<file path="src/rtl/tsd_pkg.sv">
// Shared constants, codes and word layouts for the transaction slot dispatcher.
package tsd_pkg;

  // Slot table sizes
  localparam int CLIENT_SLOTS = 8;
  localparam int SERVER_SLOTS = 8;

  localparam int CIDX_W = (CLIENT_SLOTS > 1) ? $clog2(CLIENT_SLOTS) : 1;
  localparam int SIDX_W = (SERVER_SLOTS > 1) ? $clog2(SERVER_SLOTS) : 1;
  localparam int SCAN_W = (CIDX_W > SIDX_W) ? CIDX_W : SIDX_W;

  // Field widths
  localparam int OP_W    = 2;
  localparam int PDU_W   = 3;
  localparam int ID_W    = 8;
  localparam int PEER_W  = 48;
  localparam int SLOT_W  = 3;
  localparam int KIND_W  = 2;

  localparam int IN_DATA_W  = 64;
  localparam int OUT_DATA_W = 16;

  // Item operations
  localparam logic [OP_W-1:0] OP_DELIVER    = 2'd0;
  localparam logic [OP_W-1:0] OP_ALLOCATE   = 2'd1;
  localparam logic [OP_W-1:0] OP_SET_CLIENT = 2'd2;
  localparam logic [OP_W-1:0] OP_SET_SERVER = 2'd3;

  // Decoded PDU types
  localparam logic [PDU_W-1:0] PDU_CONF_REQ    = 3'd0;
  localparam logic [PDU_W-1:0] PDU_UNCONF_REQ  = 3'd1;
  localparam logic [PDU_W-1:0] PDU_SIMPLE_ACK  = 3'd2;
  localparam logic [PDU_W-1:0] PDU_COMPLEX_ACK = 3'd3;
  localparam logic [PDU_W-1:0] PDU_SEGMENT_ACK = 3'd4;
  localparam logic [PDU_W-1:0] PDU_ERROR       = 3'd5;
  localparam logic [PDU_W-1:0] PDU_REJECT      = 3'd6;
  localparam logic [PDU_W-1:0] PDU_ABORT       = 3'd7;

  // Result target kinds
  localparam logic [KIND_W-1:0] KIND_NONE   = 2'd0;
  localparam logic [KIND_W-1:0] KIND_CLIENT = 2'd1;
  localparam logic [KIND_W-1:0] KIND_SERVER = 2'd2;

  // Reset value of the invoke ID counter
  localparam logic [ID_W-1:0] FIRST_INVOKE = 8'd1;

endpackage

</file>
<file path="src/rtl/transaction_slot_dispatcher.sv">
// Transaction slot dispatcher: routes PDUs to client/server slots, hands out invoke IDs.
//
//  channel | dir | word layout (low bit up)
//  --------+-----+---------------------------------------------------------------
//  in_     | in  | tuser: op[1:0]; tdata: pdu_type, invoke_id, peer_addr,
//          |     |   from_server, slot_index, busy_flag
//  out_    | out | tuser: target_kind[1:0]; tdata: target_slot, newly_bound,
//          |     |   new_invoke_id, zero pad
//
//  A set-slot item goes from accept through the reply state to the output
//  register. A deliver item uses one shared tag comparator that walks the slot
//  table one entry a cycle and stops at the first hit. An allocate item makes
//  one client walk per candidate ID.
//  Reset clears all slot marks and sets the ID counter to 1 in the same cycle.
//  in_tready is low while an item is in work; a result that waits in the output
//  register does not stall the walk, only the hand-off of the next result.
module transaction_slot_dispatcher (
  input  logic                            clk,
  input  logic                            rst_n,
  input  logic                            in_tvalid,
  output logic                            in_tready,
  // pdu_type[2:0], invoke_id[10:3], peer_addr[58:11], from_server[59],
  // slot_index[62:60], busy_flag[63]
  input  logic [tsd_pkg::IN_DATA_W-1:0]   in_tdata,
  // op[1:0]
  input  logic [tsd_pkg::OP_W-1:0]        in_tuser,
  output logic                            out_tvalid,
  input  logic                            out_tready,
  // target_slot[2:0], newly_bound[3], new_invoke_id[11:4], zero[15:12]
  output logic [tsd_pkg::OUT_DATA_W-1:0]  out_tdata,
  // target_kind[1:0]
  output logic [tsd_pkg::KIND_W-1:0]      out_tuser
);
  import tsd_pkg::*;

  typedef enum logic [1:0] {ST_IDLE, ST_SCAN, ST_REPLY} state_t;

  // what the walk is looking for
  typedef enum logic [2:0] {
    M_CONF,     // busy server with tag, remembering first idle server
    M_UNCONF,   // first idle server
    M_SRV_ANY,  // any server with tag
    M_CLIENT,   // busy client with invoke ID
    M_ALLOC     // busy client holding the candidate ID
  } mode_t;

  // unpacked input word
  logic [PDU_W-1:0]  in_pdu;
  logic [ID_W-1:0]   in_id;
  logic [PEER_W-1:0] in_peer;
  logic              in_from_srv;
  logic [SLOT_W-1:0] in_slot;
  logic              in_busy;

  assign in_pdu      = in_tdata[2:0];
  assign in_id       = in_tdata[10:3];
  assign in_peer     = in_tdata[58:11];
  assign in_from_srv = in_tdata[59];
  assign in_slot     = in_tdata[62:60];
  assign in_busy     = in_tdata[63];

  // slot table
  logic              client_busy_r   [CLIENT_SLOTS];
  logic              client_busy_nxt [CLIENT_SLOTS];
  logic [ID_W-1:0]   client_inv_r    [CLIENT_SLOTS];
  logic [ID_W-1:0]   client_inv_nxt  [CLIENT_SLOTS];
  logic              server_busy_r   [SERVER_SLOTS];
  logic              server_busy_nxt [SERVER_SLOTS];
  logic [ID_W-1:0]   server_inv_r    [SERVER_SLOTS];
  logic [ID_W-1:0]   server_inv_nxt  [SERVER_SLOTS];
  logic [PEER_W-1:0] server_peer_r   [SERVER_SLOTS];
  logic [PEER_W-1:0] server_peer_nxt [SERVER_SLOTS];
  logic [ID_W-1:0]   next_inv_r, next_inv_nxt;

  // sequencer and item context
  state_t            state_r, state_nxt;
  mode_t             mode_r, mode_nxt;
  logic [SCAN_W-1:0] cnt_r, cnt_nxt;
  logic [ID_W-1:0]   key_id_r, key_id_nxt;
  logic [PEER_W-1:0] key_peer_r, key_peer_nxt;
  logic              idle_found_r, idle_found_nxt;
  logic [SCAN_W-1:0] idle_idx_r, idle_idx_nxt;

  // pending result
  logic [KIND_W-1:0] res_kind_r, res_kind_nxt;
  logic [SLOT_W-1:0] res_slot_r, res_slot_nxt;
  logic              res_bound_r, res_bound_nxt;
  logic [ID_W-1:0]   res_newid_r, res_newid_nxt;

  // output register
  logic                  out_valid_r, out_valid_nxt;
  logic [OUT_DATA_W-1:0] out_data_r, out_data_nxt;
  logic [KIND_W-1:0]     out_kind_r, out_kind_nxt;

  logic in_acc;
  assign in_tready  = (state_r == ST_IDLE);
  assign in_acc     = in_tvalid && in_tready;
  assign out_tvalid = out_valid_r;
  assign out_tdata  = out_data_r;
  assign out_tuser  = out_kind_r;

  // shared tag comparator on the entry under the walk pointer
  logic [CIDX_W-1:0]      cidx;
  logic [SIDX_W-1:0]      sidx;
  logic                   use_client;
  logic [ID_W+PEER_W-1:0] slot_tag, key_tag;
  logic                   tag_eq, slot_busy, hit, last;
  logic [ID_W-1:0]        cmp_id;

  assign cidx       = CIDX_W'(cnt_r);
  assign sidx       = SIDX_W'(cnt_r);
  assign use_client = (mode_r == M_CLIENT) || (mode_r == M_ALLOC);
  assign cmp_id     = (mode_r == M_ALLOC) ? next_inv_r : key_id_r;
  assign slot_tag   = use_client ? {client_inv_r[cidx], {PEER_W{1'b0}}}
                                 : {server_inv_r[sidx], server_peer_r[sidx]};
  assign key_tag    = {cmp_id, use_client ? {PEER_W{1'b0}} : key_peer_r};
  assign tag_eq     = (slot_tag == key_tag);
  assign slot_busy  = use_client ? client_busy_r[cidx] : server_busy_r[sidx];
  assign last       = use_client ? (cnt_r == SCAN_W'(CLIENT_SLOTS - 1))
                                 : (cnt_r == SCAN_W'(SERVER_SLOTS - 1));

  always_comb begin
    case (mode_r)
      M_CONF:    hit = slot_busy && tag_eq;
      M_UNCONF:  hit = !slot_busy;
      M_SRV_ANY: hit = tag_eq;
      M_CLIENT:  hit = slot_busy && tag_eq;
      M_ALLOC:   hit = slot_busy && tag_eq;
      default:   hit = 1'b0;
    endcase
  end

  // next-state logic
  always_comb begin
    client_busy_nxt = client_busy_r;
    client_inv_nxt  = client_inv_r;
    server_busy_nxt = server_busy_r;
    server_inv_nxt  = server_inv_r;
    server_peer_nxt = server_peer_r;
    next_inv_nxt    = next_inv_r;
    state_nxt       = state_r;
    mode_nxt        = mode_r;
    cnt_nxt         = cnt_r;
    key_id_nxt      = key_id_r;
    key_peer_nxt    = key_peer_r;
    idle_found_nxt  = idle_found_r;
    idle_idx_nxt    = idle_idx_r;
    res_kind_nxt    = res_kind_r;
    res_slot_nxt    = res_slot_r;
    res_bound_nxt   = res_bound_r;
    res_newid_nxt   = res_newid_r;
    out_valid_nxt   = out_valid_r && !out_tready;
    out_data_nxt    = out_data_r;
    out_kind_nxt    = out_kind_r;

    case (state_r)
      ST_IDLE: begin
        if (in_acc) begin
          key_id_nxt     = in_id;
          key_peer_nxt   = in_peer;
          cnt_nxt        = '0;
          idle_found_nxt = 1'b0;
          res_kind_nxt   = KIND_NONE;
          res_slot_nxt   = '0;
          res_bound_nxt  = 1'b0;
          res_newid_nxt  = '0;
          case (in_tuser)
            OP_DELIVER: begin
              state_nxt = ST_SCAN;
              case (in_pdu)
                PDU_CONF_REQ:   mode_nxt = M_CONF;
                PDU_UNCONF_REQ: mode_nxt = M_UNCONF;
                PDU_SEGMENT_ACK, PDU_ABORT:
                  mode_nxt = in_from_srv ? M_CLIENT : M_SRV_ANY;
                default:        mode_nxt = M_CLIENT;
              endcase
            end
            OP_ALLOCATE: begin
              state_nxt = ST_SCAN;
              mode_nxt  = M_ALLOC;
            end
            OP_SET_CLIENT: begin
              state_nxt = ST_REPLY;
              if (int'(in_slot) < CLIENT_SLOTS) begin
                client_busy_nxt[CIDX_W'(in_slot)] = in_busy;
                client_inv_nxt[CIDX_W'(in_slot)]  = in_id;
              end
            end
            default: begin
              state_nxt = ST_REPLY;
              if (int'(in_slot) < SERVER_SLOTS) begin
                server_busy_nxt[SIDX_W'(in_slot)] = in_busy;
                server_inv_nxt[SIDX_W'(in_slot)]  = in_id;
                server_peer_nxt[SIDX_W'(in_slot)] = in_peer;
              end
            end
          endcase
        end
      end

      ST_SCAN: begin
        cnt_nxt = cnt_r + 1'b1;
        case (mode_r)
          M_CONF: begin
            if (hit) begin
              res_kind_nxt = KIND_SERVER;
              res_slot_nxt = SLOT_W'(cnt_r);
              state_nxt    = ST_REPLY;
            end else begin
              if (!slot_busy && !idle_found_r) begin
                idle_found_nxt = 1'b1;
                idle_idx_nxt   = cnt_r;
              end
              // end of walk: bind the first idle server, if any
              if (last) begin
                state_nxt = ST_REPLY;
                if (idle_found_r || !slot_busy) begin
                  res_kind_nxt  = KIND_SERVER;
                  res_bound_nxt = 1'b1;
                  if (idle_found_r) begin
                    res_slot_nxt = SLOT_W'(idle_idx_r);
                    server_inv_nxt[SIDX_W'(idle_idx_r)]  = key_id_r;
                    server_peer_nxt[SIDX_W'(idle_idx_r)] = key_peer_r;
                  end else begin
                    res_slot_nxt = SLOT_W'(cnt_r);
                    server_inv_nxt[sidx]  = key_id_r;
                    server_peer_nxt[sidx] = key_peer_r;
                  end
                end
              end
            end
          end
          M_UNCONF: begin
            if (hit) begin
              server_peer_nxt[sidx] = key_peer_r;
              res_kind_nxt  = KIND_SERVER;
              res_slot_nxt  = SLOT_W'(cnt_r);
              res_bound_nxt = 1'b1;
              state_nxt     = ST_REPLY;
            end else if (last) begin
              state_nxt = ST_REPLY;
            end
          end
          M_ALLOC: begin
            // each try consumes the candidate; a hit restarts the walk
            if (hit || last) begin
              next_inv_nxt = next_inv_r + 1'b1;
              if (hit) begin
                cnt_nxt = '0;
              end else begin
                res_newid_nxt = next_inv_r;
                state_nxt     = ST_REPLY;
              end
            end
          end
          default: begin
            if (hit) begin
              res_kind_nxt = (mode_r == M_CLIENT) ? KIND_CLIENT : KIND_SERVER;
              res_slot_nxt = SLOT_W'(cnt_r);
              state_nxt    = ST_REPLY;
            end else if (last) begin
              state_nxt = ST_REPLY;
            end
          end
        endcase
      end

      ST_REPLY: begin
        // hand the result to the output register once it is free
        if (!out_valid_r || out_tready) begin
          out_valid_nxt = 1'b1;
          out_kind_nxt  = res_kind_r;
          out_data_nxt  = {4'b0000, res_newid_r, res_bound_r, res_slot_r};
          state_nxt     = ST_IDLE;
        end
      end

      default: state_nxt = ST_IDLE;
    endcase
  end

  // state and registered outputs
  always_ff @(posedge clk) begin
    if (!rst_n) begin
      state_r      <= ST_IDLE;
      out_valid_r  <= 1'b0;
      next_inv_r   <= FIRST_INVOKE;
      idle_found_r <= 1'b0;
      for (int i = 0; i < CLIENT_SLOTS; i++) begin
        client_busy_r[i] <= 1'b0;
        client_inv_r[i]  <= '0;
      end
      for (int i = 0; i < SERVER_SLOTS; i++) begin
        server_busy_r[i] <= 1'b0;
        server_inv_r[i]  <= '0;
        server_peer_r[i] <= '0;
      end
    end else begin
      state_r       <= state_nxt;
      out_valid_r   <= out_valid_nxt;
      next_inv_r    <= next_inv_nxt;
      idle_found_r  <= idle_found_nxt;
      client_busy_r <= client_busy_nxt;
      client_inv_r  <= client_inv_nxt;
      server_busy_r <= server_busy_nxt;
      server_inv_r  <= server_inv_nxt;
      server_peer_r <= server_peer_nxt;
    end
    mode_r      <= mode_nxt;
    cnt_r       <= cnt_nxt;
    key_id_r    <= key_id_nxt;
    key_peer_r  <= key_peer_nxt;
    idle_idx_r  <= idle_idx_nxt;
    res_kind_r  <= res_kind_nxt;
    res_slot_r  <= res_slot_nxt;
    res_bound_r <= res_bound_nxt;
    res_newid_r <= res_newid_nxt;
    out_data_r  <= out_data_nxt;
    out_kind_r  <= out_kind_nxt;
  end

endmodule

</file>
<file path="config.mk">
export PLATFORM = sky130hd
export DESIGN_NAME = transaction_slot_dispatcher
export DESIGN_NICKNAME = d
export VERILOG_FILES = /design/src/rtl/tsd_pkg.sv /design/src/rtl/transaction_slot_dispatcher.sv
export SDC_FILE = /design/constraint.sdc
export NUM_CORES = 2
export LEC_CHECK = 0
export ABC_AREA = 1
export BUFFER_PORTS_ARGS = -buffer_cell sky130_fd_sc_hd__clkbuf_2
export CAP_MARGIN = 20
export CORE_UTILIZATION = 50
export CTS_CLUSTER_DIAMETER = 40
export DETAILED_ROUTE_END_ITERATION = 8
export PLACE_DENSITY = 0.71
export SETUP_SLACK_MARGIN = 0.15
export SYNTH_ARGS = -nofsm -noshare
export SYNTH_HDL_FRONTEND = slang
export SYNTH_SLANG_ARGS = --single-unit
</file>
<file path="constraint.sdc">
create_clock -name clk -period 14.2 [get_ports clk]
set_input_delay 1.42 -clock clk [delete_from_list [all_inputs] [get_ports clk]]
set_output_delay 1.42 -clock clk [all_outputs]
set_load 0.05 [all_outputs]
</file>
==> impl_metrics.csv <==
group,metric,value,unit
status,status,"complete, no violations",
pwr,power.ir.vdd_worst,0.116,mV
floorplan,std_cell_rows,105,
clock_network,clkSinkCount,633,
layout,syn2layout_area_growth,10.5,%
sta,slew_at_the_pin_closest_to_its_max_slew_limit,1.27,ns
worst_setup_path,regToRegEndpoint,"server_peer_r[262]",
flow_run,cap_violations,0,
clock_network,cts_tree,"yes",
placed_design,place.gp.congestion,0.917,
sta,setup_violations,0,
yosys,dominant_combinational_cell_family_by_area_after_synthesis,"simple AND/OR/NAND/NOR gates",
pwr,cellInternalPower,0.00468,W
grt,grt_max_degree,198,
yosys,synthSimpleGateAreaFrac,31.7,%
sta,period_share,45.4,%
sta,hold-worst-slack,0.416,ns
sta,post-route-min-period,6.44,ns
drt,route.vias.total,47944,
drt,drt-initial-drc-count,6169,
floorplan,start_util,50.6,%
sta,unrepaired_setup_endpoints_after_global_routing,"false",
floorplan,core_region_area,0.0821,mm²
sta,slew-limit-headroom,15.6,%
clock_network,post-cts-setup-buffer-count,0,
yosys,post_synthesis_average_cell_area,6.09,µm²
yosys,netlist_instances,6816,
worst_setup_path,worst_ep_required_time,14.79,ns
yosys,post_synth_fa_ha_maj_area_fraction,0.0904,%
drt,firstDrtPassIters,6,
drt,avgViaCountPerCell,6.25,
worst_setup_path,crit_path_cell_trace,"buf_4, nand2_1, inv_2, nand3_1, nand2_1, nor2_1, nand2_1, nand2_1, nor2_1, nand2_1, nor2_1, nand2_1, nor2_1, nand2_1, nand2_1, nand2_1, nand3_1, nand3_4, nand4_4, buf_4, nand2_1, nand2_1, nor2_1",
yosys,synth-compound-area-share,23.9,%
placed_design,port-buffer-count,85,
layout,fin_area,0.0459,mm²
sta,finalSetupTns,0,ns
yosys,yosys-mux-area-fraction,0,%
grt,grt_overall_usage,37.5,%
worst_setup_path,path_class,"reg2reg",
grt,grt_remaining_overflow,0,
worst_setup_path,cp_slowest_stage_delay,0.95,ns
sta,max_frequency,0.155,GHz
layout,register_area,0.0136,mm²
worst_setup_path,cpMostUsedCell,"nand2_1",
layout,finish.net_count,6571,
worst_setup_path,critical_path.max_fanout,62,
drt,drt-wirelength-per-cell,21.4,µm
pwr,leakagePower,22.2,nW
placed_design,detailed_place.area,0.0416,mm²
grt,grt_antenna_before_repair,5,
worst_setup_path,startpoint_type,"register",
min_path,holdCritPathClass,"reg2reg",
worst_setup_path,worst-r2r-setup-slack,7.76,ns
clock_network,clock_transition_at_path_regs,0.06,ns
clock_network,cts_buf_count,120,
floorplan,die_w,290,µm
pwr,power_density,176,mW/mm²
clock_network,post_cts.resized_instances,0,
pwr,p_clk_share,36.9,%
clock_network,clock_latency,0.73,ns
min_path,hp-start,"res_newid_r[4]",
min_path,worstHoldEndpoint,"out_tdata[8]",
pwr,power.switching,0.00341,W
yosys,synth-seq-area-share,32.8,%
min_path,hold_depth,0,
yosys,synthesis.yosys.warnings,0,
clock_network,clock_tree.htree_level_count,3,
worst_setup_path,regToRegStartpoint,"cidx[2]",
drt,drc_errors,0,
clock_network,root_buffer,"clkbuf_16",
layout,fillCellCount,7982,
worst_setup_path,critical_path_arrival,7.03,ns
layout,drive_gt1_share,6.22,%
pwr,report.power.total,0.00809,W
worst_setup_path,critPathCaptureType,"register",
pwr,combinationalPowerShare,35.8,%
pwr,power.share.switching,42.1,%
sta,finalHoldViolCount,0,
drt,final_antenna_net_count,0,
clock_network,clockBufferDepth,3,
floorplan,pin_count,90,
yosys,unique_cell_type_count_in_the_yosys_netlist,38,
worst_setup_path,crit_slowest_cell,"inv_2",
placed_design,dp_hpwl,84700,µm
drt,finalWirelength,164000,µm
grt,grt_first_pass_wirelength,252000,µm
sta,report.final.slew_viol_count,0,
floorplan,die-height,290,µm
clock_network,cts-hold-fix-buffers,0,
yosys,ys_seq_elements,633,
yosys,syn-cell-area,0.0415,mm²
pwr,seqPwrFrac,27.3,%
yosys,area_share_of_xor_xnor_cells_in_the_synthesized_design,0.0633,%
worst_setup_path,reg2reg_depth,23,
floorplan,die_area,0.0842,mm²
layout,multi_input_logic_area,0.0233,mm²
sta,clock_skew,0.0565,ns
grt,via_count_of_the_first_global_routing_pass,43630,
state kept, by name, indices dropped and copies added, names as in the netlist:
signal and cells:
mode_r 3, res_kind_r 2, res_bound_r 1, res_slot_r 3, next_inv_r 8, client_busy_r 8, key_id_r 8, client_inv_r 64
res_newid_r 8, server_busy_r 8, cidx 3, key_peer_r 48, out_tvalid 1, idle_found_r 1, server_inv_r 64, server_peer_r 384
idle_idx_r 3, out_tdata 12, out_tuser 2, state_r 2
metal layers:
| metal | GRT usage [%] | vias up | part of all wire, % |
|---|---|---|---|
| met2 | 57.6 | 3243 | 42 |
| met5 | 0 | - | 0.030 |
| met3 | 8.01 | 742 | 13 |
| met1 | 48.1 | 21919 | 38 |
| li1 | - | 22032 | - |
| met4 | 23.3 | 8 | 6.5 |
Yosys cell counts:
cell,number,area [µm²]
nor2_1,918,3450
a221oi_1,11,96.3
xor2_1,3,26.3
o21ai_1,4,20.0
inv_1,601,2260
nor3_1,33,165
inv_2,2,7.51
buf_4,16,120
a21oi_1,177,886
o21a_1,3,22.5
a211oi_1,1,7.51
and3_1,1,6.26
a21boi_0,2,15.0
a31oi_1,1,6.26
ha_1,3,37.5
clkbuf_1,366,1370
nand2_1,1798,6750
nor3b_1,3,22.5
o221ai_1,11,96.3
nand3_1,512,2560
and2_1,1,6.26
o32ai_1,4,35.0
a22oi_1,2,15.0
dfxtp_1,540,10800
o21ai_0,1021,5110
buf_2,137,686
nand4_2,8,100
o211ai_1,20,150
o2111ai_1,332,2910
nand3b_1,2,15.0
buf_1,75,282
edfxtp_1,93,2790
nand4_1,5,31.3
conb_1,1,3.75
nor2_2,7,43.8
nand3_4,1,17.5
clkinv_1,13,48.8
o22ai_1,88,551
metrics by stage:
step	setup slack, ns	util, %	cells
floorplan	8.64	-	6819
global placement	8.42	50.6	7441
detailed placement	8.29	50.6	7442
CTS	8.16	55.8	7672
global route	7.76	55.9	7677
finish	7.76	55.9	7677
power groups by stage:
stage          clock (W)  sequential [W]  combinational, W
6_report         0.00299         0.00221           0.00290
5_1_grt          0.00309         0.00223           0.00313
4_1_cts          0.00300         0.00220           0.00278
3_5_place_dp           0         0.00223           0.00276
3_3_place_gp           0         0.00223           0.00272
2_1_floorplan          0         0.00219           0.00198
cell type report:
cell class,count,area share (%)
multi-input combinational,4976,50.9
clock inverter,80,2.16
clock buffer,150,7.17
tap,1070,2.92
sequential,633,29.7
antenna,1,0.00545
inverter,616,5.08
timing repair buffer,151,2.14
worst max-delay path: cells and delay by family (launching register included):
family                 cells  cell delay, ns
buffers and inverters      3            2.41
AND/OR/NAND/NOR           20            3.47
flip-flops                 1            0.32
how the worst max path moves through the flow:
stage / startpoint / end / slack [ns] / cells past startpoint
2_1_floorplan: in_tvalid / server_peer_r[383] / 8.64 / 11
3_3_place_gp: cidx[0] / server_peer_r[246] / 8.42 / 20
3_5_place_dp: cidx[0] / server_peer_r[259] / 8.29 / 20
4_1_cts: cidx[0] / server_peer_r[262] / 8.16 / 20
5_1_grt: cidx[0] / server_peer_r[262] / 7.76 / 20
6_report: cidx[2] / server_peer_r[262] / 7.76 / 23
cells by family after synthesis:
kind of cell / after synthesis
AO/OA/AOI/OAI: 1677
XOR/XNOR: 3
adder cells (fa/ha/maj): 3
buffers and inverters: 1210
flip-flops: 633
other: 1
AND/OR/NAND/NOR: 3289
cell usage in the layout, fill, tap and decap left out, types with 19 or more instances in the layout:
cell and count:
a21oi_1 177, o21ai_0 1018, clkbuf_16 123, buf_4 59
nor2_1 916, o2111ai_1 332, clkbuf_2 84, edfxtp_1 93
dfxtp_1 540, inv_6 19, nor3_1 32, nand2_1 1789
o22ai_1 88, nand3_1 512, inv_1 586, o211ai_1 20
No activity file was read; power rests on OpenSTA's default activity.
